$ cat src/sv/tvu_pkg.sv
// Shared types and constants for the triangle tangent vector unit.
// Used by the front, the job queue and the back; depends on nothing.
package tvu_pkg;

	localparam int COORD_W  = 32;
	localparam int DIFF_W   = COORD_W + 1;
	localparam int IDX_W    = 16;
	localparam int TAN_W    = 16;
	localparam int PROD_W   = 2 * DIFF_W;
	localparam int ACC_W    = PROD_W + 1;
	localparam int MAG_W    = PROD_W;
	localparam int NORM_W   = 30;
	localparam int SUM_W    = 64;
	localparam int LEN_W    = 32;
	localparam int FRAC_W   = 14;
	localparam int REM_W    = NORM_W + FRAC_W + 2;
	localparam int DIV_W    = LEN_W + TAN_W - 1;
	localparam int QDEPTH   = 2;
	localparam int QPTR_W   = $clog2(QDEPTH);
	localparam int IN_W     = IDX_W + 5 * COORD_W;
	localparam int OUT_W    = IDX_W + 3 * TAN_W;
	localparam logic [TAN_W-1:0] ONE_Q14 = TAN_W'(1 << FRAC_W);

	// edges, UV deltas and corner indexes of one triangle
	typedef struct packed {
		logic [IDX_W-1:0]         idx0;
		logic [IDX_W-1:0]         idx1;
		logic [IDX_W-1:0]         idx2;
		logic signed [DIFF_W-1:0] e1x;
		logic signed [DIFF_W-1:0] e1y;
		logic signed [DIFF_W-1:0] e1z;
		logic signed [DIFF_W-1:0] e2x;
		logic signed [DIFF_W-1:0] e2y;
		logic signed [DIFF_W-1:0] e2z;
		logic signed [DIFF_W-1:0] du1;
		logic signed [DIFF_W-1:0] dv1;
		logic signed [DIFF_W-1:0] du2;
		logic signed [DIFF_W-1:0] dv2;
	} job_t;

endpackage

$ cat src/sv/tvu_queue.sv
// Short job queue between the vertex intake and the tangent sequencer.
// Depends on tvu_pkg.
module tvu_queue import tvu_pkg::*; (
	input  logic clk,
	input  logic arst_n,
	input  logic push,
	input  job_t job_in,
	output logic full,
	input  logic pop,
	output logic job_valid,
	output job_t job_out
);

	job_t              mem_q [QDEPTH];
	logic [QPTR_W-1:0] wr_q, rd_q;
	logic [QPTR_W:0]   cnt_q;

	assign full      = (cnt_q == (QPTR_W+1)'(QDEPTH));
	assign job_valid = (cnt_q != '0);
	assign job_out   = mem_q[rd_q];

	always_ff @(posedge clk or negedge arst_n) begin
		if (!arst_n) begin
			wr_q  <= '0;
			rd_q  <= '0;
			cnt_q <= '0;
		end else begin
			if (push) wr_q <= wr_q + QPTR_W'(1);
			if (pop)  rd_q <= rd_q + QPTR_W'(1);
			cnt_q <= cnt_q + (QPTR_W+1)'(push) - (QPTR_W+1)'(pop);
		end
	end

	always_ff @(posedge clk) begin
		if (push) mem_q[wr_q] <= job_in;
	end

endmodule

$ cat config.mk
export PLATFORM = sky130hd
export DESIGN_NAME = tvu_queue
export DESIGN_NICKNAME = d
export VERILOG_FILES = /design/src/sv/tvu_pkg.sv /design/src/sv/tvu_queue.sv
export SDC_FILE = /design/constraint.sdc
export NUM_CORES = 1
export LEC_CHECK = 0
export ABC_AREA = 0
export BUFFER_PORTS_ARGS = -buffer_cell sky130_fd_sc_hd__clkbuf_2
export CAP_MARGIN = 20
export CORE_AREA = 10 10 287 289
export DETAILED_ROUTE_END_ITERATION = 12
export DIE_AREA = 0 0 297 299
export PLACE_DENSITY = 0.59
export SKIP_LAST_GASP = 1
export SYNTH_ARGS = -nofsm -noshare
export SYNTH_HDL_FRONTEND = slang
export SYNTH_SLANG_ARGS = --single-unit
export TNS_END_PERCENT = 5
$ cat constraint.sdc
create_clock -name clk -period 53.4 [get_ports clk]
set_input_delay 5.34 -clock clk [delete_from_list [all_inputs] [get_ports clk]]
set_output_delay 5.34 -clock clk [all_outputs]
set_load 0.01 [all_outputs]
* Word level (Yosys, flattened, before mapping)
Memories as Yosys holds them, arrays and structs flattened.
Cells that the tools add are included.
** Storage, ports and cells
- Register bits after elaboration :: 4
- RAM bits :: 756
- Input port bits :: 382
- Logic and storage cells :: 12
- Memories kept :: 1
** Cells by class
- Add/sub/neg operators :: 4
- Equality and inequality tests :: 1
- Mux-type cells :: 2
- Reductions and logical operators :: 1
** Memories
- mem_q :: words 2, bits a word 378, read ports 1, clocked after memory_dff 0, write ports 1, line tvu_queue.sv:14 : job_t mem_q [QDEPTH];
** Operators with widths (count)
- 1-bit adder, second input constant :: 2
- 2-bit by 1-bit adder with 2-bit output :: 1
- 2-bit == test, second input constant :: 1
- 1-bit two-way mux :: 2
- 2-bit nonzero test :: 1
- 2-bit by 1-bit subtractor with 2-bit output :: 1

* Longest topological paths before layout
- Depth in word-level cells :: 2
- Gate-level depth with buffers :: 5
- Gate-level depth less buffers :: 5

* Worst setup path after synthesis
Ideal clock, no wire load.
- Path type :: input-to-reg
- Start :: in push
- End :: mem mem_q[0][0] (netlist name), enable pin
- Setup time :: 1171 ps
- Data arrival time :: 21567 ps
- Slack :: 30662 ps
- Cell stages on the path :: 1
- Path buffers :: 0
- Cells stage by stage :: nor2b_1
** Between the ends
- Word-level cells in the longest chain between the ends :: 2
** RTL lines
- start, declared :: line tvu_queue.sv:6 : input logic push,
- 1-bit two-way mux :: line tvu_queue.sv:35 : if (push) mem_q[wr_q] <= job_in;
- 1-bit two-way mux (implied by the code) :: line tvu_queue.sv:35
- end, declared :: line tvu_queue.sv:14
Every way passes these cells.

==> results.md <==
- Crit-path cells: buf_12 -> buf_4 -> mux2_4 -> clkbuf_2
- Residual DRC: 0
- Core Region: 76700 um^2
- Status: completed
- Hpwl dp: 51400 um
- Net Count, Synth: 1575
- Top-area cell type share of the netlist area: 0.788
- Ys async rst share: 0.00526
- WL per Instance: 22.7 um
- CTS tree: done
- Yosys warning total: 0
- Resize count post-CTS: 0
- Final GP Congestion: 0.782
- Main synth FF type: edfxtp_1
- Postcts setup bufs: 0
- Die H: 299 um
- Slew Limit Fails: 0
- M3 GR Usage: 0.0722
- Most common cell in the netlist: edfxtp_1
- Fillers: 6477
- Sequential area share after synthesis: 0.792
- Clock Path Buffers: 3
- Die width: 297 um
- Vias in the first global route: 15000
- Mapped Cells: 1191
- Synthesized area: 28800 um^2
- Register Area: 22800 um^2
- Final setup vio count: 0
- CTS H-tree lvls: 3
- Critical path's slowest cell: dfrtp_4
- F_max: 105 MHz
- Total grt overflow: 0
- Distinct cells, synth: 14
- Met1 Use GR: 0.154
- Initial antenna violation count: 17
- Lkg Pwr: 0.0144 uW
- WP data arrival: 4.15 ns
- Clock Sinks: 760
- Starting Density: 0.375
- Post-route setup TNS: 0 ns
- Total Nets Final: 2387
- Final worst path period need: 9.49 ns
- Num CTS Buffers: 80
- Syn_area_per_cell: 24.2 um^2
- Post-synth top area cell: edfxtp_1
- Flops & latches, synth: 760
- Max_slew headroom: 0.263
- Port Buffers: 761
- Maxcap violations: 0
- Crit start category: flop
- Worst-Skew Late Latency: 0.62 ns
- Maximum vdd drop: 0.0402 mV
- Area grow syn2layout: 25.0%
- Via density: 4.50
- Measured slew at the worst slew-check pin: 1.11 ns
- Synth area leaders: edfxtp_1 79%, mux2_4 16%, mux2_2 3.1%, buf_8 1.0%, buf_6 0.63%
- Post-route ant nets: 0
- GR Util All Layers: 0.151
- Largest net degree at the start of global routing: 155
- RSZ-0062 raised after global routing: no
- GRT Max-Usage Layer: met2
- Worst hold path class: reg -> reg
- Initial DRC count: 810
- Commonest cells post-synth: 756 x edfxtp_1, 300 x mux2_4, 78 x mux2_2, 20 x buf_8, 16 x buf_6
- Worst path max stage delay: 1.08 ns
- Design Power: 1960 uW
- WL final: 70600 um
- Row count: 102
- Crit-path max FO: 126
- Clk root buf: clkbuf_16
- PwrDens: 54.4 nW/um^2
- Fin crit share: 0.178
- CP endpoint kind: output port
- Vias: 14000
- First-pass GRT wire length: 100000 um
- Crit path kind: reg -> out
- I/O pin cnt: 762
- 1st-pass router iterations: 5
- Share of cells above drive strength 1: 0.609
- Area of the multi-input gates: 5480 um^2
- Fin. Hold Viols: 0
- Clock Skew: 0.0269 ns
- Number of synthesized flops with an enable pin: 756
- Worst Path Required: 48.06 ns
- Clk pin slew, worst setup/hold paths: 0.06 ns
- Die area: 88800 um^2
- Met2 global-route usage: 0.270
- CTS Hold Bufs: 0
==> per-stage QoR <==
stage | instance area (um^2) | hold WS [ns] | worst slack [ns] | util | cells
finish | 36000 | 0.572 | 43.91 | 0.469 | 3109
floorplan | 28800 | 0.455 | 30.66 | - | 1191
detailed placement | 33500 | 0.548 | 44.17 | 0.437 | 2961
CTS | 36000 | 0.565 | 43.88 | 0.469 | 3100
global placement | 33500 | 0.531 | 44.24 | 0.437 | 2961
global route | 36000 | 0.591 | 43.72 | 0.469 | 3106
==> worst paths after layout <==
check | endpoint | slack [ns] | start | depth (start not counted)
worst max-delay path | job_out[53] | 43.91 | rd_q | 4
worst min-delay path | wr_q | 0.57 | wr_q | 1
worst max register to register | mem_q[1][120] | 49.25 | wr_q | 4
worst min register to register | wr_q | 0.57 | wr_q | 1
max in group asynchronous | rd_q | 48.74 | arst_n | 1
min in group asynchronous | wr_q | 4.52 | arst_n | 1
==> cell usage in the layout (no fill, tap or decap) <==
cell        instances
xor2_1              2
inv_8               1
or2_2               1
and2_4              1
inv_6               2
clkinvlp_4          3
clkinv_16           2
bufinv_16           3
dfrtp_1             3
diode_2             9
clkbuf_2          761
inv_1               2
clkinv_2            7
mux2_4            300
clkinv_1           17
dfrtp_4             1
clkinv_8            1
mux2_2             78
ha_1                2
xor3_1              1
nor2b_1             1
inv_16              2
nor2b_4             1
buf_12              4
buf_4               7
edfxtp_1          756
clkbuf_1           21
clkbuf_16          80
==> worst max-delay path, delay by kind of cell, from the launching register on <==
kind / cells / cell delay (ns)
buffers and inverters: 3 / 1.75
flip-flops: 1 / 1.08
multiplexers: 1 / 0.36
==> registers in the layout, summed over array words and instances (netlist names) <==
| name | cells |
|---|---|
| mem_q | 756 |
| rd_q | 1 |
| cnt_q | 2 |
| wr_q | 1 |
==> final cells by class <==
| type | count | share of cell area |
|---|---|---|
| Timing Repair Buffer | 772 | 0.109 |
| Clock buffer | 101 | 0.0578 |
| Sequential cell | 760 | 0.633 |
| Multi-Input combinational cell | 387 | 0.152 |
| Antenna cell | 9 | 0.000626 |
| Tap cell | 1040 | 0.0361 |
| Inverter | 2 | 0.000209 |
| Clock inverter | 38 | 0.00991 |
==> metal layers <==
| metal | part of all wire | routed length (um) |
|---|---|---|
| met1 | 0.35 | 24400 |
| met2 | 0.52 | 37000 |
| met3 | 0.10 | 7400 |
| met4 | 0.023 | 1610 |
| met5 | 0.0016 | 115 |
==> cells by family (layout without fill, tap and decap cells) <==
group	after synthesis	in the layout	share of synthesized area
muxes	378	378	0.187
xor gates and xnor gates	3	3	0.00143
and+or+nand+nor	4	4	0.000869
other	0	9	0
buffers and inverters	44	913	0.0180
adders and majority gates	2	2	0.000869
DFF	760	760	0.792
==> power by group <==
part           switching [uW]  internal, uW  leakage [uW]  total [uW]
clock                     225           293       0.00117         517
combinational             320           292       0.00607         612
sequential               37.0           793       0.00714         830
total                     581          1380        0.0144        1960
No activity file was read; power rests on OpenSTA's default activity.
