File: src/sv/tvu_pkg.sv
// Shared types and constants for the triangle tangent vector unit.
// Used by the front, the job queue and the back; depends on nothing.
package tvu_pkg;

	localparam int COORD_W  = 32;
	localparam int DIFF_W   = COORD_W + 1;
	localparam int IDX_W    = 16;
	localparam int TAN_W    = 16;
	localparam int PROD_W   = 2 * DIFF_W;
	localparam int ACC_W    = PROD_W + 1;
	localparam int MAG_W    = PROD_W;
	localparam int NORM_W   = 30;
	localparam int SUM_W    = 64;
	localparam int LEN_W    = 32;
	localparam int FRAC_W   = 14;
	localparam int REM_W    = NORM_W + FRAC_W + 2;
	localparam int DIV_W    = LEN_W + TAN_W - 1;
	localparam int QDEPTH   = 2;
	localparam int QPTR_W   = $clog2(QDEPTH);
	localparam int IN_W     = IDX_W + 5 * COORD_W;
	localparam int OUT_W    = IDX_W + 3 * TAN_W;
	localparam logic [TAN_W-1:0] ONE_Q14 = TAN_W'(1 << FRAC_W);

	// edges, UV deltas and corner indexes of one triangle
	typedef struct packed {
		logic [IDX_W-1:0]         idx0;
		logic [IDX_W-1:0]         idx1;
		logic [IDX_W-1:0]         idx2;
		logic signed [DIFF_W-1:0] e1x;
		logic signed [DIFF_W-1:0] e1y;
		logic signed [DIFF_W-1:0] e1z;
		logic signed [DIFF_W-1:0] e2x;
		logic signed [DIFF_W-1:0] e2y;
		logic signed [DIFF_W-1:0] e2z;
		logic signed [DIFF_W-1:0] du1;
		logic signed [DIFF_W-1:0] dv1;
		logic signed [DIFF_W-1:0] du2;
		logic signed [DIFF_W-1:0] dv2;
	} job_t;

endpackage

File: src/sv/tvu_front.sv
// Vertex intake: holds the first two corners and forms edges and UV deltas on the third.
// Depends on tvu_pkg.
module tvu_front import tvu_pkg::*; (
	input  logic            clk,
	input  logic            arst_n,
	input  logic            s_tvalid,
	output logic            s_tready,
	// vertex_index[15:0], pos_x, pos_y, pos_z, tex_u, tex_v (32 each) from bit 16 up
	input  logic [IN_W-1:0] s_tdata,
	input  logic            q_full,
	output logic            push,
	output job_t            job
);

	logic [1:0]         cnt_q;
	logic [COORD_W-1:0] hx_q [2];
	logic [COORD_W-1:0] hy_q [2];
	logic [COORD_W-1:0] hz_q [2];
	logic [COORD_W-1:0] hu_q [2];
	logic [COORD_W-1:0] hv_q [2];
	logic [IDX_W-1:0]   hi_q [2];
	logic [IDX_W-1:0]   in_idx;
	logic [COORD_W-1:0] in_x, in_y, in_z, in_u, in_v;
	logic               accept, third;

	function automatic logic [DIFF_W-1:0] sdiff(logic [COORD_W-1:0] a, logic [COORD_W-1:0] b);
		return {a[COORD_W-1], a} - {b[COORD_W-1], b};
	endfunction

	assign in_idx = s_tdata[IDX_W-1:0];
	assign in_x   = s_tdata[IDX_W +: COORD_W];
	assign in_y   = s_tdata[IDX_W + COORD_W +: COORD_W];
	assign in_z   = s_tdata[IDX_W + 2 * COORD_W +: COORD_W];
	assign in_u   = s_tdata[IDX_W + 3 * COORD_W +: COORD_W];
	assign in_v   = s_tdata[IDX_W + 4 * COORD_W +: COORD_W];

	assign third    = (cnt_q == 2'd2);
	assign s_tready = !third || !q_full;
	assign accept   = s_tvalid && s_tready;
	assign push     = accept && third;

	always_comb begin
		job.idx0 = hi_q[0];
		job.idx1 = hi_q[1];
		job.idx2 = in_idx;
		job.e1x  = sdiff(hx_q[1], hx_q[0]);
		job.e1y  = sdiff(hy_q[1], hy_q[0]);
		job.e1z  = sdiff(hz_q[1], hz_q[0]);
		job.e2x  = sdiff(in_x, hx_q[0]);
		job.e2y  = sdiff(in_y, hy_q[0]);
		job.e2z  = sdiff(in_z, hz_q[0]);
		job.du1  = sdiff(hu_q[1], hu_q[0]);
		job.dv1  = sdiff(hv_q[1], hv_q[0]);
		job.du2  = sdiff(in_u, hu_q[0]);
		job.dv2  = sdiff(in_v, hv_q[0]);
	end

	always_ff @(posedge clk or negedge arst_n) begin
		if (!arst_n) begin
			cnt_q <= 2'd0;
		end else if (accept) begin
			cnt_q <= third ? 2'd0 : cnt_q + 2'd1;
		end
	end

	// hold corners 0 and 1
	always_ff @(posedge clk) begin
		if (accept && !third) begin
			hx_q[cnt_q[0]] <= in_x;
			hy_q[cnt_q[0]] <= in_y;
			hz_q[cnt_q[0]] <= in_z;
			hu_q[cnt_q[0]] <= in_u;
			hv_q[cnt_q[0]] <= in_v;
			hi_q[cnt_q[0]] <= in_idx;
		end
	end

endmodule

File: config.mk
export PLATFORM = sky130hd
export DESIGN_NAME = tvu_front
export DESIGN_NICKNAME = d
export VERILOG_FILES = /design/src/sv/tvu_pkg.sv /design/src/sv/tvu_front.sv
export SDC_FILE = /design/constraint.sdc
export NUM_CORES = 1
export LEC_CHECK = 0
export ABC_AREA = 1
export BUFFER_PORTS_ARGS = -buffer_cell sky130_fd_sc_hd__buf_2
export CORE_MARGIN = 10
export CORE_UTILIZATION = 54
export DETAILED_ROUTE_END_ITERATION = 12
export PLACE_DENSITY = 0.88
export REMOVE_ABC_BUFFERS = 1
export SYNTH_ARGS = -nofsm -noshare
export SYNTH_HDL_FRONTEND = slang
export SYNTH_SLANG_ARGS = --single-unit
File: constraint.sdc
create_clock -name clk -period 12.83 [get_ports clk]
set_clock_uncertainty 0.1 [all_clocks]
set_input_delay 3.2075 -clock clk [delete_from_list [all_inputs] [get_ports clk]]
set_output_delay 3.2075 -clock clk [all_outputs]
set_load 0.05 [all_outputs]
Word level (Yosys, flattened, before mapping)
Memories as Yosys holds them, arrays and structs flattened.
Index checks and enable logic that the tools add are counted.
Word-level totals
  input bits: 180
  register bits after elaboration: 2
  logic and storage cells: 28
  output and inout port bits: 380
  memories kept: 6
  memory bits (writable): 352
Cells by class
  reductions and logical operators: 6
  add/subtract/negate cells: 11
  equal/unequal tests: 1
  multiplexer cells: 3
Memory list
  hu_q: words 2, width 32, rd ports 2, clocked after memory_dff 0, write ports 1, RTL line tvu_front.sv:19  | logic [COORD_W-1:0] hu_q [2];
  hv_q: words 2, width 32, rd ports 2, clocked after memory_dff 0, write ports 1, RTL line tvu_front.sv:20  | logic [COORD_W-1:0] hv_q [2];
  hx_q: words 2, width 32, rd ports 2, clocked after memory_dff 0, write ports 1, RTL line tvu_front.sv:16  | logic [COORD_W-1:0] hx_q [2];
  hy_q: words 2, width 32, rd ports 2, clocked after memory_dff 0, write ports 1, RTL line tvu_front.sv:17  | logic [COORD_W-1:0] hy_q [2];
  hz_q: words 2, width 32, rd ports 2, clocked after memory_dff 0, write ports 1, RTL line tvu_front.sv:18  | logic [COORD_W-1:0] hz_q [2];
  hi_q: words 2, width 16, rd ports 2, clocked after memory_dff 0, write ports 1, RTL line tvu_front.sv:21  | logic [IDX_W-1:0] hi_q [2];
Operator list (count)
  subtractor 32 x 32 -> 33 bit: 10
  logical AND 1 bit: 3
  adder 2 x 1 -> 2 bit (second input constant): 1
  == test 2 bit (second input constant): 1
  zero test 1 bit: 2
  2-to-1 mux 1 bit: 2
  2-to-1 mux 2 bit: 1
  logical OR 1 bit: 1

Longest topological paths before layout
Gate-level depths: netlist of run 1.
  word-level depth: 7
  depth in mapped cells: 14
  gate-level depth less buffers: 14

Worst setup path before layout of run 1
No wires, ideal clock.
  path kind: input to register
  start: input q_full
  end: register cnt_q[0]
  library setup time: 156 ps
  data arrival time: 16653 ps
  path buffers: 0
  stages on the path: 4
  setup slack: -4079 ps
  required time: 12574 ps
  cell sequence: nand3_1 -> nand2_1 -> nor3_1 -> o21bai_1
On the way
  word-level cells in the longest chain between the ends: 3
Ends and longest elaborated chain
  from (decl): RTL line tvu_front.sv:10  | input logic q_full,
  zero test 1 bit: RTL line tvu_front.sv:38  | assign s_tready = !third || !q_full;
  logical OR 1 bit: RTL line tvu_front.sv:38
  logical AND 1 bit: RTL line tvu_front.sv:39  | assign accept = s_tvalid && s_tready;
  to (signal assigned): RTL line tvu_front.sv:62  | cnt_q <= third ? 2'd0 : cnt_q + 2'd1;
  to (decl): RTL line tvu_front.sv:15  | logic [1:0] cnt_q;
Every way passes these cells.
A chain may end at the register's enable or synchronous reset.

==> results.md, run 1 <==
- Via count: 36600
- CP max stage delay: 0.41 ns
- Share of layout cells above drive strength 1: 0.110
- # resized after CTS: 0
- Worst skew pair latency: 0.56 ns
- Most frequent CP cell: nand2_1
- Status: finished clean
- Worst Path Arrival: 5.30 ns
- Critical Path RT: 9.52 ns
- Internal power: 0.00360 W
- Ys async rst share: 0.00565
- Critical path peak fanout: 3
- Crit path cell chain: buf_2 -> inv_1 -> ha_1 -> fa_1 -> inv_1 -> nand2_1 -> nand2_1 -> nand3_1 -> nand2_2 -> nand2_1 -> nand2_2 -> xor2_1 -> buf_2
- Leak pwr: 25.5 nW
- Final Hold Vio Count: 0
- Clock group share of total power: 0.127
- Max_cap viols: 0
- Root Driver: clkbuf_16
- PortBufs: 559
- Nets: 6899
- Max-slew headroom: 0.362
- Slew @ Worst Pin: 0.956 ns
- Post-CTS Hold Buffers: 0
- Seq pwr share: 0.181
- Sw frac: 0.593
- All-Layer GR Usage: 0.294
- Row Count: 94
- DRC Markers: 0
- Post-CTS setup buffer count: 0
- Setup crit end kind: primary output
- Top FF cell, synth: edfxtp_1
- Post-Syn Instances: 5802
- Fill count: 6268
- Drt wl/cell: 16.3 um
- Startpoint Class: primary input
- Die H: 278 um
- Die width: 278 um
- Largest net degree at the start of global routing: 70
- GPL Wtd Cong: 1.01
- Switching power: 0.00525 W
- Via density per instance: 5.00
- Max Slew Vio Count: 0
- Finished Cell Area: 0.0410 mm2
- Remaining antenna violation count: 0
- TritonCTS Buffers: 42
- Boundary pin count: 560
- Avg Cell Area, Syn: 6.19 um2
- Dpl ws: 4.22 ns
- TritonCTS clock tree: yes
- Vias in the first global route: 34700
- Placed inst area: 0.0397 mm2
- Max VDD drop: 0.240 mV
- Crit path max-delay family: buffers and inverters
- Fmax: 0.116 GHz
- Comb power frac: 0.692
- Mapped cell area: 0.0359 mm2
- H-tree depth: 2
- Final period util: 0.671
- Total grt overflow: 0
- PwrDens: 216 mW/mm2
- Initial Util: 0.546
- Core area: 0.0659 mm2
- Area growth syn-to-layout: 14.2%
- Synthesis warning total: 0
- CTS sink cnt: 354
- Post-synth cell types: 24
- Die area: 0.0773 mm2
- Fin crit period: 8.61 ns
- EDFF count, synth: 352
- HP Class: reg -> reg
- RSZ-0062 raised after global routing: no
- DRT Pass-1 Iters: 6
- First-pass GRT wire length: 182000 um
- Worst Path Buf+Inv: 4
- Clock buffer depth: 3
- Register area share after synthesis: 0.295
- Post-DP HPWL: 102000 um
- Setup violators final: 0
- #FFs+latches synth: 354
- Setup WS post-layout: 4.22 ns
- Clk slew on worst S/H paths: 0.05 ns
- Worst Path Class, Setup: in -> out
- Starting DRT DRC Count: 2593
- Final WL: 119000 um
- Initial antenna violation count: 38
- Critical-path top delay cell: fa_1
path summary, 6_finish.rpt:
kind	depth (start not counted)	slack (ns)	from	to
max	13	4.22	s_tdata[16]	job[214]
max in group asynchronous	1	10.21	arst_n	cnt_q[1]$_DFFE_PN0P_
max reg2reg	6	9.81	cnt_q[0]$_DFFE_PN0P_	hv_q[1][1]$_DFFE_PP_
min in group asynchronous	1	2.32	arst_n	cnt_q[0]$_DFFE_PN0P_
min reg2reg	1	0.50	cnt_q[1]$_DFFE_PN0P_	cnt_q[1]$_DFFE_PN0P_
min	1	0.50	cnt_q[1]$_DFFE_PN0P_	cnt_q[1]$_DFFE_PN0P_
sequential cells by signal (all words and copies together) (netlist names):
signal	count
cnt_q	2
hi_q	32
hu_q	64
hv_q	64
hx_q	64
hy_q	64
hz_q	64
layout make-up:
type,count,area (um2),share of cell area
antenna,26,65.1,0.00159
clock buffer,50,1100,0.0269
clock inverter,24,168,0.00409
inverter,1430,5370,0.131
multi-input combinational,3995,19800,0.482
sequential,354,10600,0.259
tap,864,1080,0.0263
timing repair buffer,566,2850,0.0694
cells in the mapped netlist, types with 5 or more instances:
cell type	number	share of area
ha_1	320	0.11
inv_1	1430	0.15
a21o_1	10	0.0021
fa_1	10	0.0056
nand2_1	2487	0.26
xor2_1	130	0.032
or2_1	10	0.0017
and2_1	20	0.0035
nand3_2	11	0.0031
nand3_1	223	0.031
buf_4	21	0.0044
edfxtp_1	352	0.29
o21bai_1	11	0.0023
nor2_1	413	0.043
a21oi_1	202	0.028
nor3_1	21	0.0029
a21oi_2	5	0.0012
nand2_2	59	0.010
nand4_1	40	0.0070
xnor2_1	20	0.0049
power groups by stage:
| stage | logic, W | clock network (W) | registers [W] |
|---|---|---|---|
| after floorplan | 0.00439 | 0 | 0.00176 |
| after global routing | 0.00658 | 0.00118 | 0.00162 |
| after detailed placement | 0.00607 | 0 | 0.00162 |
| after global placement | 0.00603 | 0 | 0.00161 |
| final | 0.00612 | 0.00113 | 0.00160 |
| after CTS | 0.00610 | 0.00114 | 0.00160 |
routing by layer:
layer / global-route usage / part of all wire
met5: 0 / 0.00086
met4: 0.126 / 0.042
met3: 0.0539 / 0.077
met2: 0.520 / 0.48
met1: 0.343 / 0.40
kinds of logic (layout without fill, tap and decap cells):
family,Yosys count,count (layout),synth area share
buffers and inverters,1453,2070,0.154
adder cells (fa/ha/maj),330,330,0.117
AND/OR/NAND/NOR,3286,3286,0.363
XOR/XNOR,150,150,0.0366
flip-flops,354,354,0.295
other,0,26,0
AO/OA/AOI/OAI,229,229,0.0339
placed cells by master (no fill, tap or decap), drive strengths merged:
master / count
dfrtp: 2
o21bai: 11
bufinv: 1
or2: 10
clkinv: 16
a21oi: 207
a21o: 10
nor2: 415
nand4: 40
xnor2: 20
nor3: 21
buf: 566
edfxtp: 352
diode: 26
o21a: 1
clkinvlp: 3
xor2: 130
nand2: 2546
ha: 320
clkbuf: 50
and2: 20
nand3: 234
inv: 1434
fa: 10
through the flow:
| stage | util | std cells | total power, W | hold slack [ns] | setup TNS, ns |
|---|---|---|---|---|---|
| final | 0.623 | 7309 | 0.00885 | 0.502 | 0 |
| after global routing | 0.623 | 7299 | 0.00939 | 0.549 | 0 |
| after CTS | 0.622 | 7283 | 0.00885 | 0.490 | 0 |
| after detailed placement | 0.603 | 7209 | 0.00770 | 0.478 | 0 |
| after global placement | 0.603 | 7209 | 0.00764 | 0.469 | 0 |
| after floorplan | - | 5779 | 0.00615 | 0.430 | -693.08 |
No activity file was read; power rests on OpenSTA's default activity.
==> inputs of run 2 (changes only) <==
clock period = 7.04 ns   (was 12.83 ns; I/O delays follow)
==> run 2 against run 1 <==
Compared with the run above: worst hold slack better by 0.031 ns; highest routed layer unchanged; cell count about the same; critical endpoint unchanged; non-clock buffer count shrank 1.
==> results.md, run 2 (synthesis results as in run 1) <==
- Final WL: 119000 um
- Via count: 36700
- All-Layer GR Usage: 0.294
- TritonCTS clock tree: yes
- Vias in the first global route: 35400
- Largest net degree at the start of global routing: 103
- Startpoint Class: primary input
- # resized after CTS: 0
- Placed Cells: 7208
- Final period util: 0.812
- Fin crit period: 5.72 ns
- Commonest non-fill, non-tap cells in the layout: 2487 x nand2_1, 1430 x inv_1, 559 x buf_2, 412 x nor2_1, 352 x edfxtp_1
- Row Count: 94
- Met3 wire length: 8860 um
- Status: finished clean
- Max Slew Vio Count: 0
- PortBufs: 559
- Commonest non-fill, non-tap cell in the layout: nand2_1
- Worst skew pair latency: 0.56 ns
- Die H: 278 um
- DRC Markers: 0
- Total grt overflow: 0
- Nets: 6896
- Area growth syn-to-layout: 14.2%
- Critical path peak fanout: 3
- Die area: 0.0773 mm2
- Share of layout cells above drive strength 1: 0.109
- Boundary pin count: 560
- Setup crit end kind: primary output
- Slew @ Worst Pin: 0.757 ns
- PwrDens: 393 mW/mm2
- Max Used Layer: met5
- Fmax: 0.175 GHz
- Clk slew on worst S/H paths: 0.05 ns
- Drt wl/cell: 16.2 um
- TritonCTS Buffers: 40
- Via density per instance: 5.02
- GPL Wtd Cong: 1.02
- H-tree depth: 2
- Remaining antenna violation count: 0
- Starting DRT DRC Count: 2795
- Routed wl met2: 55700 um
- Max VDD drop: 0.396 mV
- Met1 Routed Length: 47800 um
- Worst Path Class, Setup: in -> out
- Max_cap viols: 0
- Fill count: 6212
- Initial Util: 0.546
- Post-CTS setup buffer count: 0
- Initial antenna violation count: 40
- Final Hold Vio Count: 0
- Setup violators final: 0
- First-pass GRT wire length: 183000 um
- Worst Path Arrival: 3.86 ns
- Die width: 278 um
- Clock buffer depth: 3
- Max-slew headroom: 0.496
- DRT Pass-1 Iters: 6
- Root Driver: clkbuf_16
- Utilization after layout: 0.623
- Cell Count, Final, Fillers Out: 7305
- Post-CTS Hold Buffers: 0
- Post-DP HPWL: 101000 um
- Total Power: 0.0161 W
- Critical Path RT: 5.18 ns
- RSZ-0062 raised after global routing: no
- CTS sink cnt: 354
- Leak pwr: 25.5 nW
- Core area: 0.0659 mm2
- HP Class: reg -> reg
- Final setup TNS: 0 ns
-- run 2: final timing paths --
check                                startpoint              endpoint  slack, ns  cells after the start
hold / removal             cnt_q[1]$_DFFE_PN0P_  cnt_q[1]$_DFFE_PN0P_       0.53                      1
hold reg to reg            cnt_q[1]$_DFFE_PN0P_  cnt_q[1]$_DFFE_PN0P_       0.53                      1
setup reg to reg           cnt_q[0]$_DFFE_PN0P_  hu_q[0][7]$_DFFE_PP_       4.40                      6
min in group asynchronous                arst_n  cnt_q[1]$_DFFE_PN0P_       0.88                      1
max in group asynchronous                arst_n  cnt_q[0]$_DFFE_PN0P_       5.86                      1
setup / recovery                    s_tdata[16]              job[214]       1.32                     13
-- run 2: area by class of cell --
| class | count | area [um2] | area share |
|---|---|---|---|
| inverter | 1430 | 5370 | 0.131 |
| clock buffer | 46 | 1020 | 0.0249 |
| tap | 864 | 1080 | 0.0263 |
| timing repair buffer | 565 | 2870 | 0.0698 |
| clock inverter | 22 | 244 | 0.00594 |
| antenna | 29 | 72.6 | 0.00177 |
| sequential | 354 | 10600 | 0.259 |
| multi-input combinational | 3995 | 19800 | 0.482 |
-- run 2: power breakdown --
part | total [W] | internal, W | switching, W
clock | 0.00206 | 0.00117 | 0.000895
combinational | 0.0112 | 0.00261 | 0.00856
sequential | 0.00292 | 0.00281 | 0.000114
total | 0.0161 | 0.00658 | 0.00956
-- run 2: critical path, stage by stage --
cell,delay [ns]
buf_2,0.10
inv_1,0.04
ha_1,0.22
fa_1,0.41
inv_1,0.15
nand2_1,0.06
nand2_1,0.08
nand3_1,0.09
nand2_2,0.12
nand2_1,0.07
nand2_2,0.12
xor2_1,0.29
buf_2,0.33
-- run 2: through the flow --
| stage | worst slack [ns] | hold WS, ns | area (um2) |
|---|---|---|---|
| 2_1_floorplan | -8.42 | 0.430 | 35800 |
| 3_3_place_gp | 1.37 | 0.466 | 39700 |
| 3_5_place_dp | 1.29 | 0.481 | 39700 |
| 4_1_cts | 1.29 | 0.522 | 41000 |
| 5_1_grt | 1.19 | 0.563 | 41000 |
| 6_report | 1.32 | 0.533 | 41100 |
-- run 2: metal layers --
metal,vias to the layer above,GRT usage
li1,18600,-
met5,-,0
met3,287,0.0547
met2,1331,0.508
met4,18,0.143
met1,16500,0.347
